**src/design/spdf_pkg.sv**
```systemverilog
package spdf_pkg;

	localparam logic [16:0] POS_MAX    = 17'h1FFFF;
	localparam logic [16:0] HDR_BYTES  = 17'd6;
	localparam logic [16:0] CRC_START  = 17'd2;
	localparam logic [16:0] TRL_MIN    = 17'd9;
	localparam logic [16:0] LEN_BASE   = 17'd7;
	localparam logic [16:0] TRL_BYTES  = 17'd2;
	localparam logic [15:0] CRC_POLY   = 16'h1021;
	localparam logic [15:0] CRC_INIT   = 16'hFFFF;

	localparam logic [2:0] ST_OK        = 3'd0;
	localparam logic [2:0] ST_SHORT_HDR = 3'd1;
	localparam logic [2:0] ST_SHORT_TRL = 3'd2;
	localparam logic [2:0] ST_CRC_BAD   = 3'd3;
	localparam logic [2:0] ST_LEN_BAD   = 3'd4;

	localparam logic KIND_PAYLOAD = 1'b0;
	localparam logic KIND_RECORD  = 1'b1;

	typedef struct packed {
		logic [7:0] data_byte;
		logic       end_of_buffer;
	} in_item_t;

	typedef struct packed {
		logic [2:0]  version;
		logic        type_flag;
		logic        secondary_header;
		logic [10:0] apid;
		logic [1:0]  seg_flags;
		logic [13:0] seq_count;
		logic [15:0] data_length;
		logic [2:0]  status;
		logic [15:0] computed_crc;
	} record_t;

	typedef struct packed {
		logic       has_payload;
		logic [7:0] payload_byte;
		logic       has_record;
		record_t    rec;
	} entry_t;

	typedef struct packed {
		logic        record_kind;
		logic [7:0]  payload_byte;
		logic [2:0]  version;
		logic        type_flag;
		logic        secondary_header;
		logic [10:0] apid;
		logic [1:0]  seg_flags;
		logic [13:0] seq_count;
		logic [15:0] data_length;
		logic [2:0]  status;
		logic [15:0] computed_crc;
	} out_item_t;

	function automatic logic [15:0] crc_feed(input logic [15:0] crc, input logic [7:0] b);
		logic [15:0] c;
		c = crc ^ {b, 8'h00};
		for (int i = 0; i < 8; i++) begin
			c = c[15] ? ({c[14:0], 1'b0} ^ CRC_POLY) : {c[14:0], 1'b0};
		end
		return c;
	endfunction

endpackage

```
**src/design/spdf_front.sv**
```systemverilog
module spdf_front (
	input  logic               clk,
	input  logic               arst_n,
	input  logic               take,
	input  spdf_pkg::in_item_t in_item,
	input  logic               cfg_we,
	input  logic               cfg_data,
	output logic               entry_push,
	output spdf_pkg::entry_t   entry
);

	logic [16:0] pos_q;
	logic [47:0] hdr_q;
	logic [15:0] td_q;
	logic [15:0] crc_q;
	logic        trl_q;

	logic [47:0] hdr_next;
	logic [15:0] crc_next;
	logic [15:0] td_next;
	logic [15:0] len;
	logic [15:0] pid;
	logic [15:0] seq;
	logic [16:0] pos_inc;
	logic [16:0] off;
	logic [16:0] need;
	logic        in_payload;
	logic [2:0]  status;

	always_comb begin
		hdr_next = (pos_q < spdf_pkg::HDR_BYTES) ? {hdr_q[39:0], in_item.data_byte} : hdr_q;
		crc_next = (pos_q >= spdf_pkg::CRC_START) ? spdf_pkg::crc_feed(crc_q, td_q[15:8]) : crc_q;
		td_next  = {td_q[7:0], in_item.data_byte};
		len      = hdr_next[15:0];
		pid      = hdr_next[47:32];
		seq      = hdr_next[31:16];
		pos_inc  = (pos_q != spdf_pkg::POS_MAX) ? pos_q + 17'd1 : pos_q;
		off      = pos_q - spdf_pkg::HDR_BYTES;
		in_payload = (pos_q >= spdf_pkg::HDR_BYTES) && (pos_q != spdf_pkg::POS_MAX)
			&& (off <= {1'b0, len});
		need = spdf_pkg::LEN_BASE + {1'b0, len} + (trl_q ? spdf_pkg::TRL_BYTES : 17'd0);

		priority if (pos_inc < spdf_pkg::HDR_BYTES) begin
			status = spdf_pkg::ST_SHORT_HDR;
		end else if (trl_q && pos_inc < spdf_pkg::TRL_MIN) begin
			status = spdf_pkg::ST_SHORT_TRL;
		end else if (trl_q && crc_next != td_next) begin
			status = spdf_pkg::ST_CRC_BAD;
		end else if (pos_inc != need) begin
			status = spdf_pkg::ST_LEN_BAD;
		end else begin
			status = spdf_pkg::ST_OK;
		end

		entry = '0;
		entry.has_payload  = in_payload;
		entry.payload_byte = in_item.data_byte;
		entry.has_record   = in_item.end_of_buffer;
		if (status != spdf_pkg::ST_SHORT_HDR) begin
			entry.rec.version          = pid[15:13];
			entry.rec.type_flag        = pid[12];
			entry.rec.secondary_header = pid[11];
			entry.rec.apid             = pid[10:0];
			entry.rec.seg_flags        = seq[15:14];
			entry.rec.seq_count        = seq[13:0];
			entry.rec.data_length      = len;
		end
		entry.rec.status = status;
		if (trl_q && pos_inc >= spdf_pkg::TRL_MIN) begin
			entry.rec.computed_crc = crc_next;
		end

		entry_push = take && (in_payload || in_item.end_of_buffer);
	end

	always_ff @(posedge clk or negedge arst_n) begin
		if (!arst_n) begin
			pos_q <= '0;
			hdr_q <= '0;
			td_q  <= '0;
			crc_q <= spdf_pkg::CRC_INIT;
			trl_q <= 1'b0;
		end else begin
			if (cfg_we) begin
				trl_q <= cfg_data;
			end
			if (take) begin
				if (in_item.end_of_buffer) begin
					pos_q <= '0;
					hdr_q <= '0;
					td_q  <= '0;
					crc_q <= spdf_pkg::CRC_INIT;
				end else begin
					pos_q <= pos_inc;
					hdr_q <= hdr_next;
					td_q  <= td_next;
					crc_q <= crc_next;
				end
			end
		end
	end

endmodule

```
**src/design/spdf_queue.sv**
```systemverilog
module spdf_queue #(
	parameter int unsigned DEPTH = 4
) (
	input  logic             clk,
	input  logic             arst_n,
	input  logic             wr_en,
	input  spdf_pkg::entry_t wr_entry,
	output logic             full,
	input  logic             rd_en,
	output spdf_pkg::entry_t rd_entry,
	output logic             empty
);

	localparam int unsigned AW = (DEPTH > 1) ? $clog2(DEPTH) : 1;
	localparam int unsigned CW = $clog2(DEPTH + 1);

	spdf_pkg::entry_t mem_q [DEPTH];
	logic [AW-1:0]    wr_ptr_q;
	logic [AW-1:0]    rd_ptr_q;
	logic [CW-1:0]    count_q;

	assign full     = (count_q == CW'(DEPTH));
	assign empty    = (count_q == '0);
	assign rd_entry = mem_q[rd_ptr_q];

	always_ff @(posedge clk) begin
		if (wr_en) begin
			mem_q[wr_ptr_q] <= wr_entry;
		end
	end

	always_ff @(posedge clk or negedge arst_n) begin
		if (!arst_n) begin
			wr_ptr_q <= '0;
			rd_ptr_q <= '0;
			count_q  <= '0;
		end else begin
			if (wr_en) begin
				wr_ptr_q <= (wr_ptr_q == AW'(DEPTH - 1)) ? '0 : wr_ptr_q + AW'(1);
			end
			if (rd_en) begin
				rd_ptr_q <= (rd_ptr_q == AW'(DEPTH - 1)) ? '0 : rd_ptr_q + AW'(1);
			end
			count_q <= count_q + CW'(wr_en) - CW'(rd_en);
		end
	end

endmodule

```
**src/design/spdf_back.sv**
```systemverilog
module spdf_back (
	input  logic                clk,
	input  logic                arst_n,
	input  spdf_pkg::entry_t    head,
	input  logic                head_empty,
	output logic                head_pop,
	input  logic                pop,
	output logic                empty,
	output spdf_pkg::out_item_t out_item
);

	logic phase_q;
	logic show_payload;
	logic take;

	always_comb begin
		show_payload = head.has_payload && !phase_q;
		take         = pop && !head_empty;
		head_pop     = take && !(show_payload && head.has_record);
		empty        = head_empty;

		out_item = '0;
		if (show_payload) begin
			out_item.record_kind  = spdf_pkg::KIND_PAYLOAD;
			out_item.payload_byte = head.payload_byte;
		end else begin
			out_item.record_kind      = spdf_pkg::KIND_RECORD;
			out_item.version          = head.rec.version;
			out_item.type_flag        = head.rec.type_flag;
			out_item.secondary_header = head.rec.secondary_header;
			out_item.apid             = head.rec.apid;
			out_item.seg_flags        = head.rec.seg_flags;
			out_item.seq_count        = head.rec.seq_count;
			out_item.data_length      = head.rec.data_length;
			out_item.status           = head.rec.status;
			out_item.computed_crc     = head.rec.computed_crc;
		end
	end

	always_ff @(posedge clk or negedge arst_n) begin
		if (!arst_n) begin
			phase_q <= 1'b0;
		end else if (take) begin
			phase_q <= !head_pop;
		end
	end

endmodule

```
**src/design/space_packet_deframer_crc_check.sv**
```systemverilog
// Channel    Direction  Handshake            Transaction
// in_item    input      push / full          one buffer byte and its end mark
// cfg        input      cfg_valid/cfg_ready  trailer option bit
// out_item   output     empty / pop          payload byte or end-of-packet record
//
// The front end takes one byte per cycle while full is low and updates the header, CRC and
// counter at once. Results go through a queue of QUEUE_DEPTH entries, so the first result
// is visible in the cycle after the byte is taken. A byte that ends the buffer inside the
// payload takes two pops, which is the only case that drains slower than one byte per cycle
// while pop is high. Reset clears all control state and the trailer option; cfg_ready is
// always high. full is high only while the queue is full.
module space_packet_deframer_crc_check #(
	parameter int unsigned QUEUE_DEPTH = 4
) (
	input  logic                clk,
	input  logic                arst_n,
	input  logic                push,
	output logic                full,
	input  spdf_pkg::in_item_t  in_item,
	input  logic                cfg_valid,
	output logic                cfg_ready,
	input  logic                cfg_data,
	output logic                empty,
	input  logic                pop,
	output spdf_pkg::out_item_t out_item
);

	logic             take;
	logic             entry_push;
	spdf_pkg::entry_t entry;
	spdf_pkg::entry_t head;
	logic             head_empty;
	logic             head_pop;

	assign cfg_ready = 1'b1;
	assign take      = push && !full;

	spdf_front u_front (
		.clk        (clk),
		.arst_n     (arst_n),
		.take       (take),
		.in_item    (in_item),
		.cfg_we     (cfg_valid && cfg_ready),
		.cfg_data   (cfg_data),
		.entry_push (entry_push),
		.entry      (entry)
	);

	spdf_queue #(
		.DEPTH (QUEUE_DEPTH)
	) u_queue (
		.clk      (clk),
		.arst_n   (arst_n),
		.wr_en    (entry_push),
		.wr_entry (entry),
		.full     (full),
		.rd_en    (head_pop),
		.rd_entry (head),
		.empty    (head_empty)
	);

	spdf_back u_back (
		.clk        (clk),
		.arst_n     (arst_n),
		.head       (head),
		.head_empty (head_empty),
		.head_pop   (head_pop),
		.pop        (pop),
		.empty      (empty),
		.out_item   (out_item)
	);

	a_split_record_follows: assert property (@(posedge clk) disable iff (!arst_n)
		(pop && !empty && out_item.record_kind == spdf_pkg::KIND_PAYLOAD && head.has_record)
		|=> (!empty && out_item.record_kind == spdf_pkg::KIND_RECORD))
		else $error("record lost after final payload byte");

	a_short_header_zero: assert property (@(posedge clk) disable iff (!arst_n)
		(!empty && out_item.record_kind == spdf_pkg::KIND_RECORD
			&& out_item.status == spdf_pkg::ST_SHORT_HDR)
		|-> (out_item.apid == '0 && out_item.data_length == '0 && out_item.version == '0))
		else $error("short header record carries header fields");

	a_short_trailer_no_crc: assert property (@(posedge clk) disable iff (!arst_n)
		(!empty && out_item.record_kind == spdf_pkg::KIND_RECORD
			&& out_item.status == spdf_pkg::ST_SHORT_TRL)
		|-> (out_item.computed_crc == '0))
		else $error("short trailer record carries a CRC");

	a_full_not_empty: assert property (@(posedge clk) disable iff (!arst_n)
		!(full && empty))
		else $error("queue reports full and empty together");

endmodule

```
**config.mk**
```make
export PLATFORM = sky130hd
export DESIGN_NAME = space_packet_deframer_crc_check
export DESIGN_NICKNAME = d
export VERILOG_FILES = /design/src/design/spdf_pkg.sv /design/src/design/spdf_front.sv /design/src/design/spdf_queue.sv /design/src/design/spdf_back.sv /design/src/design/space_packet_deframer_crc_check.sv
export SDC_FILE = /design/constraint.sdc
export NUM_CORES = 1
export LEC_CHECK = 0
export BUFFER_PORTS_ARGS = -buffer_cell sky130_fd_sc_hd__clkbuf_2
export CORE_ASPECT_RATIO = 0.6
export CORE_MARGIN = 1
export CORE_UTILIZATION = 30
export CTS_BUF_LIST = sky130_fd_sc_hd__clkbuf_4
export DETAILED_ROUTE_END_ITERATION = 12
export GPL_ROUTABILITY_DRIVEN = 0
export PLACE_DENSITY = 0.56
export REMOVE_ABC_BUFFERS = 1
export SYNTH_ARGS = -nofsm -noshare
export SYNTH_HDL_FRONTEND = slang
export SYNTH_SLANG_ARGS = --single-unit
```
**constraint.sdc**
```tcl
create_clock -name clk -period 5.7 [get_ports clk]
set_clock_uncertainty 0.1 [all_clocks]
set_input_delay 0.57 -clock clk [delete_from_list [all_inputs] [get_ports clk]]
set_output_delay 0.57 -clock clk [all_outputs]
set_load 0.01 [all_outputs]
```
==> results of run 1 <==
[routing by layer]
metal | wire length, um | track usage [%] | part of all wire (%)
met5 | 0 | 0 | 0
met4 | 580 | 3.555 | 1.1
met3 | 4077 | 4.202 | 7.7
met2 | 21610 | 21.22 | 41
met1 | 26700 | 25.12 | 50
[power breakdown]
part           internal [W]  switching [W]  leakage, nW
Sequential          0.00439       0.000511         4.24
Clock               0.00126        0.00122        0.773
Combinational       0.00269        0.00402         3.45
[final cells by class]
type	count	area [um^2]
diodes	2	5.005
clock buffers	149	1119
clock inverters	37	198.9
fillers	6366	41760
inverters	33	123.9
multi-input cells	980	7322
flip-flops and latches	414	11930
well taps	851	1065
repair buffers	160	1156
[registers in the layout, indices dropped and copies added (netlist names)]
| name | count |
|---|---|
| u_back.phase_q | 1 |
| u_queue.count_q | 3 |
| u_front.pos_q | 17 |
| u_queue.wr_ptr_q | 2 |
| u_front.td_q | 16 |
| u_queue.mem_q | 308 |
| u_front.trl_q | 1 |
| u_queue.rd_ptr_q | 2 |
| u_front.crc_q | 16 |
| u_front.hdr_q | 48 |
[cell usage in the layout (no fill, tap or decap), types with 5 or more instances in the layout]
cell type	netlist	layout
nand4_1	16	16
dlygate4sd3_1	0	8
o31ai_1	7	7
or3_1	9	9
mux2i_1	17	17
o22ai_1	17	17
a31oi_1	8	8
buf_12	0	13
nor4_1	8	6
and3_1	9	9
nor2b_1	73	71
nor3_1	15	15
o21ai_0	82	82
nand2_1	188	188
clkbuf_4	0	149
a22oi_1	5	5
nor2_1	83	83
nand3_1	24	24
o21a_1	5	5
mux4_2	77	77
dfstp_2	16	16
buf_4	1	48
a21o_1	5	5
a21boi_0	33	33
or2_2	5	5
edfxtp_1	308	308
xor2_1	26	26
ha_1	29	29
xnor2_1	63	63
clkbuf_2	0	91
or4_1	5	5
dfrtp_1	90	88
and2_1	19	15
a21oi_1	88	87
clkinv_1	1	28
inv_1	32	32
[worst reg2reg max path, delay by kind of cell (launching register included)]
family / cells / cell delay [ps]
AO/OA/AOI/OAI: 6 / 1520
XOR/XNOR: 1 / 100
AND/OR/NAND/NOR: 7 / 2280
adder cells (fa/ha/maj): 2 / 640
flip-flops: 1 / 460
[cells by family after synthesis]
group,Yosys count,share of synthesized area (%)
multiplexers,100,10.11
buffers and inverters,130,2.696
other,1,0.01901
AND/OR/NAND/NOR,478,11.80
AO/OA/AOI/OAI,278,8.590
adder cells (fa/ha/maj),31,2.043
flip-flops,414,60.45
XOR/XNOR,92,4.295
[through the flow]
| step | util, % | area, um^2 | worst slack (ps) |
|---|---|---|---|
| after global routing | 35.43 | 22920 | 11.85 |
| after CTS | 35.40 | 22890 | 107.8 |
| after floorplan | - | 19310 | -2139 |
| after global placement | 33.23 | 21500 | 324.1 |
| final | 35.43 | 22920 | 258.3 |
| after detailed placement | 33.23 | 21500 | 155.7 |
[Yosys cell counts, types with 29 or more instances]
master / n / area (um^2)
inv_1: 32 / 120.1
o21ai_0: 82 / 410.4
nor2b_1: 73 / 456.7
dfrtp_1: 90 / 2252
edfxtp_1: 308 / 9249
mux4_2: 77 / 1734
nand2_1: 188 / 705.7
xnor2_1: 63 / 551.8
clkbuf_1: 76 / 285.3
a21boi_0: 33 / 247.7
nor2_1: 83 / 311.6
ha_1: 29 / 362.9
a21oi_1: 88 / 440.4
[final timing paths]
kind	end	slack [ps]	depth (start not counted)
max	u_queue.mem_q[0][18]	260	16
min	u_queue.mem_q[3][72]	140	1
max reg2reg	u_queue.mem_q[0][18]	260	16
min reg2reg	u_front.hdr_q[42]	380	2
max in group asynchronous	u_front.hdr_q[43]	3960	3
min in group asynchronous	u_queue.rd_ptr_q[1]	280	2
[repair_timing]
item / 4_1_cts / 5_1_grt
gates resized for setup: 0 / 3
hold buffers: 8 / 0
setup endpoints to repair: 0 / 4
endpoints found under the hold margin: 60 / 0
==> flow_summary.json, run 1 <==
{
  "drc": 0,
  "rr_startpoint": "u_front.pos_q[15]",
  "numCtsBuffers": 99,
  "finalSetupViolations": 0,
  "path_max_fanout": 6,
  "cp_slowest_cell": "or4_4",
  "crit_chain": "or4_4 > or3_1 > o21ai_0 > and2_1 > xnor2_1 > ha_1 > fa_1 > a21oi_1 > nor3_1 > o211ai_1 > a21oi_1 > nand3b_1 > nor4_1 > nand4_1 > a2111oi_4 > a211oi_2",
  "nets": 1734,
  "grt_antenna_before_repair": 1,
  "cts_htree_levels": 3,
  "worstMarginPinSlew_ps": 1075,
  "placement.io_buffers": 92,
  "hp-class": "primary input to flop",
  "crit_required_ps": 6090,
  "ys_ff_latch": 414,
  "finalSetupTns_ps": 0,
  "row_count": 72,
  "power_density_nw_per_um2": 614.5,
  "crit_family": "simple AND/OR/NAND/NOR gates",
  "min_period_over_period_pct": 95.47,
  "syn_area_um2": 19720,
  "clock_path_buffers": 3,
  "worstSetupPathType": "flop to flop",
  "dr.first_iter.drc_count": 1267,
  "arrival_ps": 5830,
  "finalPower_w": 0.01408,
  "postCtsSetupBuffers": 0,
  "vias": 13280,
  "drive_gt1_share_pct": 24.65,
  "synth_cell_types": 74,
  "grt_max_degree": 59,
  "async_flop_share_pct": 25.60,
  "max-cap-violations": 0,
  "hpwl_mm": 36.16,
  "clkLatencyLatePin_ps": 830,
  "vdd_drop_max_v": 0.0002719,
  "max_slew_margin_pct": 27.98,
  "cpMostUsedCell": "a21oi_1",
  "rsz0062_at_grt": "no",
  "clock-sinks": 414,
  "grt_pass1_vias": 13190,
  "die_h_um": 200.6,
  "status": "finished, final reports clean",
  "hold_ws_ps": 141.5,
  "dp_cells": 2430,
  "cts_tree": "yes",
  "grt_pass1_wl_mm": 81.79,
  "critPathLaunchType": "flop",
  "max_freq_mhz": 183.8,
  "cts_root_buf": "clkbuf_4",
  "wl_mm": 52.96,
  "layout_min_cycle_time_ps": 5442,
  "crit_path_end_kind": "flop",
  "viasPerCell": 5.058,
  "ant_nets": 0,
  "finalHoldViolations": 0,
  "synthFlopType": "edfxtp_1",
  "seq_area_frac_synth_pct": 60.45,
  "p_leak_nw": 8.466,
  "syn_inst": 1524,
  "die_x_um": 333.0,
  "dieArea_um2": 66810,
  "wl_per_cell_um": 20.17,
  "ioPinCount": 94,
  "globalRoute.totalOverflow": 0,
  "cpPeakStageDelay_ps": 580,
  "yosysWarnings": 0,
  "hp-start": "in_item[5]",
  "worstSetupStartpoint": "u_front.pos_q[15]",
  "grt_usage_pct": 15.89,
  "cp.buffers_inverters": 0,
  "start_util_pct": 30.49,
  "final_cells": 2626,
  "syn_avg_cell_area_um2": 12.94,
  "core_um2": 64680,
  "first_pass_iters": 8,
  "maxSlewViolCount": 0,
  "path_clk_slew_ps": 70,
  "synth_edf_count": 308,
  "syn_to_final_growth_pct": 16.20
}
Note: power is estimated with default switching activity, not from simulation.
==> run 2, diff against run 1 <==
--- a/config.mk
+++ b/config.mk
@@ -12,8 +12,9 @@
 export CTS_BUF_LIST = sky130_fd_sc_hd__clkbuf_4
 export DETAILED_ROUTE_END_ITERATION = 12
 export GPL_ROUTABILITY_DRIVEN = 0
-export PLACE_DENSITY = 0.56
+export PLACE_DENSITY = 0.55
 export REMOVE_ABC_BUFFERS = 1
+export SKIP_CTS_REPAIR_TIMING = 1
 export SYNTH_ARGS = -nofsm -noshare
 export SYNTH_HDL_FRONTEND = slang
 export SYNTH_SLANG_ARGS = --single-unit
==> constraint.sdc (replaced) <==
create_clock -name clk -period 7 [get_ports clk]
set_clock_uncertainty 0.1 [all_clocks]
set_input_delay 0.7 -clock clk [delete_from_list [all_inputs] [get_ports clk]]
set_output_delay 0.7 -clock clk [all_outputs]
set_load 0.01 [all_outputs]
==> run 2 against run 1 <==
  * Register-to-register slack improved by 520 ps
  * Sequential power decreased by 18%
  * Die area did not move
  * Maximum frequency decreased by 13%
  * Final cell count is 1.4% lower
  * Core utilization shrank 0.65 points
  * Critical path type unchanged
  * Critical path depth is 1 lower
  * Non-clock buffer count down 41
  * Largest cell class unchanged
  * Sequential cell count stayed put
  * Combinational power fell by 21%
==> flow_summary.json, run 2 (synthesis results as in run 1) <==
{
  "viasPerCell": 5.063,
  "grt_usage_pct": 16.26,
  "path_clk_slew_ps": 70,
  "dp_slack_ps": 952.6,
  "crit_path_end_kind": "flop",
  "arrival_ps": 6540,
  "ioPinCount": 94,
  "setup_slack_ps": 779.2,
  "power_density_nw_per_um2": 504.4,
  "dp_cells": 2394,
  "final_cells": 2589,
  "critPathLaunchType": "flop",
  "drc": 0,
  "worstSetupStartpoint": "u_front.pos_q[1]",
  "wl_mm": 53.63,
  "vias": 13110,
  "rr_startpoint": "u_front.pos_q[1]",
  "rsz0062_at_grt": "no",
  "finalHoldViolations": 0,
  "grt_pass1_wl_mm": 82.30,
  "clock_path_buffers": 3,
  "final_common_cell": "edfxtp_1",
  "hp-class": "primary input to flop",
  "min_period_over_period_pct": 88.87,
  "max-cap-violations": 0,
  "nets": 1695,
  "layout_min_cycle_time_ps": 6221,
  "grt_pass1_vias": 13020,
  "largest_reg_flops": 308,
  "maxSlewViolCount": 0,
  "cts_htree_levels": 3,
  "cts_tree": "yes",
  "hp-start": "cfg_data",
  "start_util_pct": 30.49,
  "row_count": 72,
  "die_x_um": 333.0,
  "crit_required_ps": 7310,
  "wl_per_cell_um": 20.71,
  "path_max_fanout": 68,
  "layout_common_cells": "edfxtp_1, nand2_1, clkbuf_4, clkbuf_2",
  "finalPower_w": 0.01135,
  "dr.first_iter.drc_count": 1269,
  "max_freq_mhz": 160.8,
  "hpwl_mm": 35.99,
  "status": "finished, final reports clean",
  "finalSetupViolations": 0,
  "cts_root_buf": "clkbuf_4",
  "clock-sinks": 414,
  "placed_area_um2": 21110,
  "core_um2": 64680,
  "syn_to_final_growth_pct": 14.06,
  "globalRoute.totalOverflow": 0,
  "ant_nets": 0,
  "grt-busiest-layer": "met1",
  "vdd_drop_max_v": 0.0001990,
  "numCtsBuffers": 101,
  "grt.met3_usage_pct": 4.888,
  "grt_util_met1_pct": 25.62,
  "design_area_um2": 22500,
  "die_h_um": 200.6,
  "placement.io_buffers": 92,
  "max_slew_margin_pct": 19.94,
  "first_pass_iters": 7,
  "top_register": "u_queue.mem_q",
  "worstMarginPinSlew_ps": 1186,
  "dieArea_um2": 66810,
  "grt_antenna_before_repair": 4,
  "grt_max_degree": 69,
  "grt_util_met2_pct": 21.12,
  "drive_gt1_share_pct": 23.27,
  "clkLatencyLatePin_ps": 810,
  "largest_registers": "u_queue.mem_q: 308 flops, u_front.hdr_q: 48 flops, u_front.pos_q: 17 flops",
  "p_leak_nw": 8.255,
  "worstSetupPathType": "flop to flop"
}
-- run 2: cell type report --
class	count	area, um^2
diodes	2	5.005
multi-input cells	980	7303
repair buffers	119	723.2
fillers	6377	42190
inverters	33	123.9
clock inverters	35	182.7
clock buffers	155	1164
flip-flops and latches	414	11930
well taps	851	1065
-- run 2: path summary, 6_finish.rpt --
path / end / slack (ps) / depth (start not counted)
worst max-delay path: u_queue.mem_q[2][67] / 780 / 15
worst max register to register: u_queue.mem_q[2][67] / 780 / 15
worst min-delay path: u_front.trl_q / 60 / 3
worst min register to register: u_front.hdr_q[40] / 380 / 2
min in group asynchronous: u_queue.rd_ptr_q[1] / 440 / 2
max in group asynchronous: u_front.hdr_q[40] / 5100 / 3
-- run 2: through the flow --
step	utilization (%)	TNS [ps]	hold slack (ps)
after global routing	34.78	0	8.187
after CTS	34.72	0	-184.9
after global placement	32.64	0	363.3
after detailed placement	32.64	0	372.1
final	34.78	0	57.02
after floorplan	-	-9347	304.4
-- run 2: power by group --
part           total, W  internal [W]  switching (W)  leakage (nW)
combinational   0.00530       0.00204        0.00326          3.21
clock           0.00203       0.00105       0.000977         0.798
sequential      0.00402       0.00358       0.000442          4.24
-- run 2: critical path: stages, from the launching register on --
cell and delay (ps):
dfrtp_1 550, ha_1 370, nor3_1 420, and2_1 500
nand2_4 330, mux2i_1 600, ha_1 360, a21o_1 190
a21o_1 170, a21oi_1 140, o21ai_0 130, a2111o_1 360
a21oi_1 350, o21a_1 420, and2_4 340, buf_12 340
-- run 2: layer usage --
layer | share of wire, % | vias up
met5 | 0.14 | -
met4 | 1.4 | 4
met3 | 8.7 | 63
met2 | 40 | 492
met1 | 50 | 6599
li1 | - | 5949
